**src/hw/rtl/imh_pkg.sv**
```systemverilog
// ----------------------------------------------------------------------------
// imh_pkg: shared types and constants for the indexed min-heap
// Operation and status codes, payload structs and default sizes.
// ----------------------------------------------------------------------------
package imh_pkg;

	localparam int DefCapacity  = 256;
	localparam int DefKeyWidth  = 31;
	localparam int VertexWidth  = 8;
	localparam int NumVertices  = 256;
	localparam int KeyPortWidth = 31;
	localparam int CountWidth   = 9;

	typedef enum logic [1:0] {
		OP_APPEND  = 2'd0,
		OP_EXTRACT = 2'd1,
		OP_SETKEY  = 2'd2,
		OP_QUERY   = 2'd3
	} op_t;

	typedef enum logic [1:0] {
		ST_OK     = 2'd0,
		ST_EMPTY  = 2'd1,
		ST_ABSENT = 2'd2,
		ST_FULL   = 2'd3
	} status_t;

	typedef struct packed {
		logic [1:0]              op;
		logic [VertexWidth-1:0]  vertex;
		logic [KeyPortWidth-1:0] key_in;
	} in_beat_t;

	typedef struct packed {
		logic [1:0]              status;
		logic [VertexWidth-1:0]  vertex_out;
		logic [KeyPortWidth-1:0] key_out;
		logic                    in_heap;
		logic [CountWidth-1:0]   count_out;
	} out_beat_t;

endpackage

```
**src/hw/rtl/imh_posmap.sv**
```systemverilog
// ----------------------------------------------------------------------------
// imh_posmap: vertex position map
// Synchronous memory of slot positions, one entry per vertex, with valid bits
// so that the heap can read a vertex never inserted as position CAPACITY.
// ----------------------------------------------------------------------------
module imh_posmap import imh_pkg::*; #(
	parameter int PW = 9
) (
	input  logic                   clk,
	input  logic                   arst_n,
	input  logic                   rd_en,
	input  logic [VertexWidth-1:0] rd_addr,
	output logic [PW-1:0]          rd_data,
	output logic                   rd_valid,
	input  logic                   wr_en,
	input  logic [VertexWidth-1:0] wr_addr,
	input  logic [PW-1:0]          wr_data
);

	logic [PW-1:0]          mem [NumVertices];
	logic [NumVertices-1:0] vld_q;

	always_ff @(posedge clk) begin
		if (wr_en) begin
			mem[wr_addr] <= wr_data;
		end
		if (rd_en) begin
			rd_data <= mem[rd_addr];
		end
	end

	always_ff @(posedge clk or negedge arst_n) begin
		if (!arst_n) begin
			vld_q    <= '0;
			rd_valid <= 1'b0;
		end else begin
			if (wr_en) begin
				vld_q[wr_addr] <= 1'b1;
			end
			if (rd_en) begin
				rd_valid <= vld_q[rd_addr];
			end
		end
	end

endmodule

```
**config.mk**
```make
export PLATFORM = sky130hd
export DESIGN_NAME = imh_posmap
export DESIGN_NICKNAME = d
export VERILOG_FILES = /design/src/hw/rtl/imh_pkg.sv /design/src/hw/rtl/imh_posmap.sv
export SDC_FILE = /design/constraint.sdc
export NUM_CORES = 2
export LEC_CHECK = 0
export BUFFER_PORTS_ARGS = -buffer_cell sky130_fd_sc_hd__buf_2
export CORE_UTILIZATION = 60
export DETAILED_ROUTE_END_ITERATION = 10
export GPL_ROUTABILITY_DRIVEN = 0
export HOLD_SLACK_MARGIN = 0.15
export PLACE_DENSITY = 0.81
export SLEW_MARGIN = 20
export SYNTH_ARGS = -nofsm -noshare
export SYNTH_HDL_FRONTEND = slang
export SYNTH_SLANG_ARGS = --single-unit
```
**constraint.sdc**
```tcl
create_clock -name clk -period 3.6 [get_ports clk]
set_input_delay 0.72 -clock clk [delete_from_list [all_inputs] [get_ports clk]]
set_output_delay 0.72 -clock clk [all_outputs]
set_load 0.02 [all_outputs]
```
==> results.md <==
* Outcome: finished, final reports clean
* Peak Freq at 0.299 GHz
* Grt ovf at 0
* Sequential power share at 53.4%
* Starting Density at 60.4%
* Asr flop ratio synth at 10.0%
* Util after Layout at 69.9%
* Postcts setup bufs at 0
* Hold path depth at 1
* Hold slack final at 386 ps
* H-tree Lvls at 4
* RSZ-0062 raised after global routing: no
* CTS tree: yes
* # DRC at 0
* Min-Delay Path Class: in2reg
* Final period util at 92.8%
* Final Hold Fails at 0
* CP dominant cell by count: buf_12
* First drt pass iteration count at 8
* Final WS setup at 259 ps
* Root Driver: clkbuf_16
* Port bufs at 38
* Post-Syn Instances at 4681
* Comb power frac at 5.9%
* Int Pwr at 48.3 mW
* Post-DR wirelength/cell at 34.3 µm
* Worst setup startpoint: rd_addr[0]
* Layout cell share with drive strength beyond 1 at 34.9%
* Sw power at 13.5 mW
* CTS clock-pin slew for the worst setup and hold paths at 70 ps
* Setup CP Type: in2reg
* Number of global-route vias before repair at 54678
* Crit-path cells: buf_8 -> buf_12 -> buf_12 -> mux4_2 -> a22oi_1 -> a21oi_1 -> nor4_1 -> buf_4 -> o22ai_1 -> or2_2
* Maxcap violations at 0
* Main synth FF type: edfxtp_1
* DP HPWL at 156 mm
* Register area share after synthesis at 77.2%
* Yosys cell types at 41
* Antenna violations before repair at 20
* Worst-Margin Slew at 1090 ps
* Final-report max-slew violation count at 0
* FF+latch count, synth at 2570
* Maximum root-to-sink buffer count at 3
* Cell Area, Synth at 98300 µm²
* Syn nets at 4710
* Worst path required time at 4230 ps
* Sequential cell area at 75900 µm²
* Critical path's slowest cell: nor4_1
* DP Worst Slack at -489 ps
* Reg2reg setup slack at 450 ps
* Mean area per synthesized cell at 21.0 µm²
* Post-route ant nets at 0
* CP max stage delay at 620 ps
* Final WL at 264 mm
* Global-route usage over all layers at 32.4%
* Leakage Power at 38.7 nW
* Cell family with most CP delay: simple AND/OR/NAND/NOR gates
* Reg-to-Reg End: rd_data[1]
* Core ar. at 163000 µm²
* Area Growth Syn to Fin at 15.7%
* Layout net count at 5341
* Area of the multi-input gates at 21300 µm²
* Post-synth EDFFs at 2313
* Arrival time worst endpoint at 3980 ps
* Pin count of the biggest net entering global routing at 133
* Avg Vias per Cell at 6.97
* Critical path launch point type: input port
* CP Buf/Inv Count at 4
* Latest clock arrival within the worst-skew pair at 880 ps
* Critical hold path startpoint: wr_data[2]
* Die Y at 407 µm
* I/O pin count at 39
* Clock sink total at 2570
* Final Skew at 47.3 ps
* Clock period minus final worst setup slack at 3340 ps
* Register-to-Register Path Depth at 7
* Filler cells at 8887
* VDD IR max at 0.589 mV
* Switching part of the total at 21.9%
* First-pass GRT wire length at 379 mm
* Clock network fraction of total power at 40.8%
* CTS buffer count at 235
* Worst R2R Start: mem[67][1]
* 1st-iter DRT viols at 9150
* Worst slew margin at 27.0%
* Hold EP: mem[56][2]
* Die X-Extent at 407 µm
* FP Rows at 148
* Die footprint at 165000 µm²
* Vias at 53685
* Worst setup EP type: register
* Cell Pwr Density at 544 nW/µm²
* Final setup fails at 0
* Worst-path maximum fanout at 19
* Synth Warn # at 0
[how the worst max path moves through the flow]
stage            endpoint  slack [ps]  cells past startpoint
5_1_grt        rd_data[7]         310                     11
4_1_cts        rd_data[1]         450                     10
3_5_place_dp   rd_data[7]        -490                     11
3_3_place_gp   rd_data[1]        -490                     11
2_1_floorplan  rd_data[5]         320                      9
6_report       rd_data[1]         260                     10
[worst reg2reg max path, stage by stage, from the launching register on]
cell and delay (ps):
edfxtp_1 370, mux4_2 520, a22oi_1 420, a21oi_1 200
nor4_1 620, buf_4 220, o22ai_1 190, or2_2 350
[state kept, by name (all words and copies together), names as in the netlist]
name and count:
mem 2304, rd_data 9, rd_valid 1, vld_q 256
[cell type report]
class                   instances  share of cell area (%)
repair buffers                669                    5.28
clock buffers                 317                    5.70
clock inverters               128                    1.16
multi-input cells            1831                    18.7
inverters                       5                  0.0165
diodes                          8                  0.0176
flip-flops and latches       2570                    66.7
well taps                    2175                    2.39
[power by group through the flow]
stage	logic, mW	registers, mW	clock network (mW)
3_5_place_dp	3.49	33.6	0
6_report	3.63	33.0	25.2
4_1_cts	3.57	33.0	25.4
2_1_floorplan	1.73	33.5	0
3_3_place_gp	3.37	33.6	0
5_1_grt	3.75	33.0	26.4
[Yosys cell counts, types with 2 or more instances]
cell	count	share of area (%)
nor4_1	39	0.25
nor2b_1	13	0.083
inv_1	4	0.015
o221ai_1	11	0.098
clkbuf_1	163	0.62
mux2i_1	33	0.34
nand4_1	11	0.070
mux4_2	627	14
buf_1	34	0.13
buf_6	3	0.034
buf_4	8	0.061
a22oi_1	292	2.2
a211oi_1	4	0.031
nand2_1	34	0.13
edfxtp_1	2313	71
or2_2	267	1.7
o22ai_1	23	0.15
nand2b_1	5	0.032
a21oi_1	149	0.76
o211ai_1	2	0.015
buf_2	67	0.34
nor3_1	5	0.025
nor2_1	266	1.0
and3_1	2	0.013
nand3_1	31	0.16
mux2_2	4	0.046
dfrtp_1	257	6.5
[per-stage QoR]
| stage | setup TNS, ps | cells | instance area [µm²] | power, mW |
|---|---|---|---|---|
| global placement | -2050 | 7249 | 106000 | 36.9 |
| CTS | 0 | 7695 | 114000 | 61.9 |
| floorplan | 0 | 4681 | 98300 | 35.3 |
| finish | 0 | 7703 | 114000 | 61.9 |
| detailed placement | -2510 | 7249 | 106000 | 37.1 |
| global route | 0 | 7695 | 114000 | 63.1 |
[logic make-up (layout without fill, tap and decap cells)]
family                 Yosys count  in the layout  synth area share [%]
AO/OA/AOI/OAI                  490            490                  3.36
buffers and inverters          280           1119                  1.21
flip-flops                    2570           2570                  77.2
multiplexers                   664            664                  14.7
other                            0              8                     0
AND/OR/NAND/NOR                677            677                  3.50
[cells in the final DEF, fill, tap and decap left out, drive strengths merged, types with 13 or more instances in the layout]
| cell | synthesis | final |
|---|---|---|
| nand2 | 34 | 34 |
| nor2b | 13 | 13 |
| mux4 | 627 | 627 |
| o22ai | 23 | 23 |
| a21oi | 149 | 149 |
| bufinv | 0 | 19 |
| dfrtp | 257 | 257 |
| nor4 | 39 | 39 |
| nand3 | 31 | 31 |
| edfxtp | 2313 | 2313 |
| nor2 | 266 | 266 |
| buf | 112 | 659 |
| or2 | 267 | 267 |
| clkbuf | 163 | 326 |
| mux2i | 33 | 33 |
| clkinv | 0 | 94 |
| a22oi | 292 | 292 |
[per-layer routing]
layer  up-vias  routed length, µm  global-route usage (%)
li1      20611                  -                       -
met1     27531              88200                    42.8
met2      4526             125000                    50.8
met3       995              35100                    8.55
met4        22              15300                    15.4
met5         -                138                       0
[timing repair]
| item | 4_1_cts | 5_1_grt |
|---|---|---|
| hold endpoints to repair | 67 | 0 |
| gates resized for setup | 0 | 0 |
| setup endpoints to repair | 0 | 0 |
| hold buffers | 1 | 0 |
No activity file was read; power rests on OpenSTA's default activity.
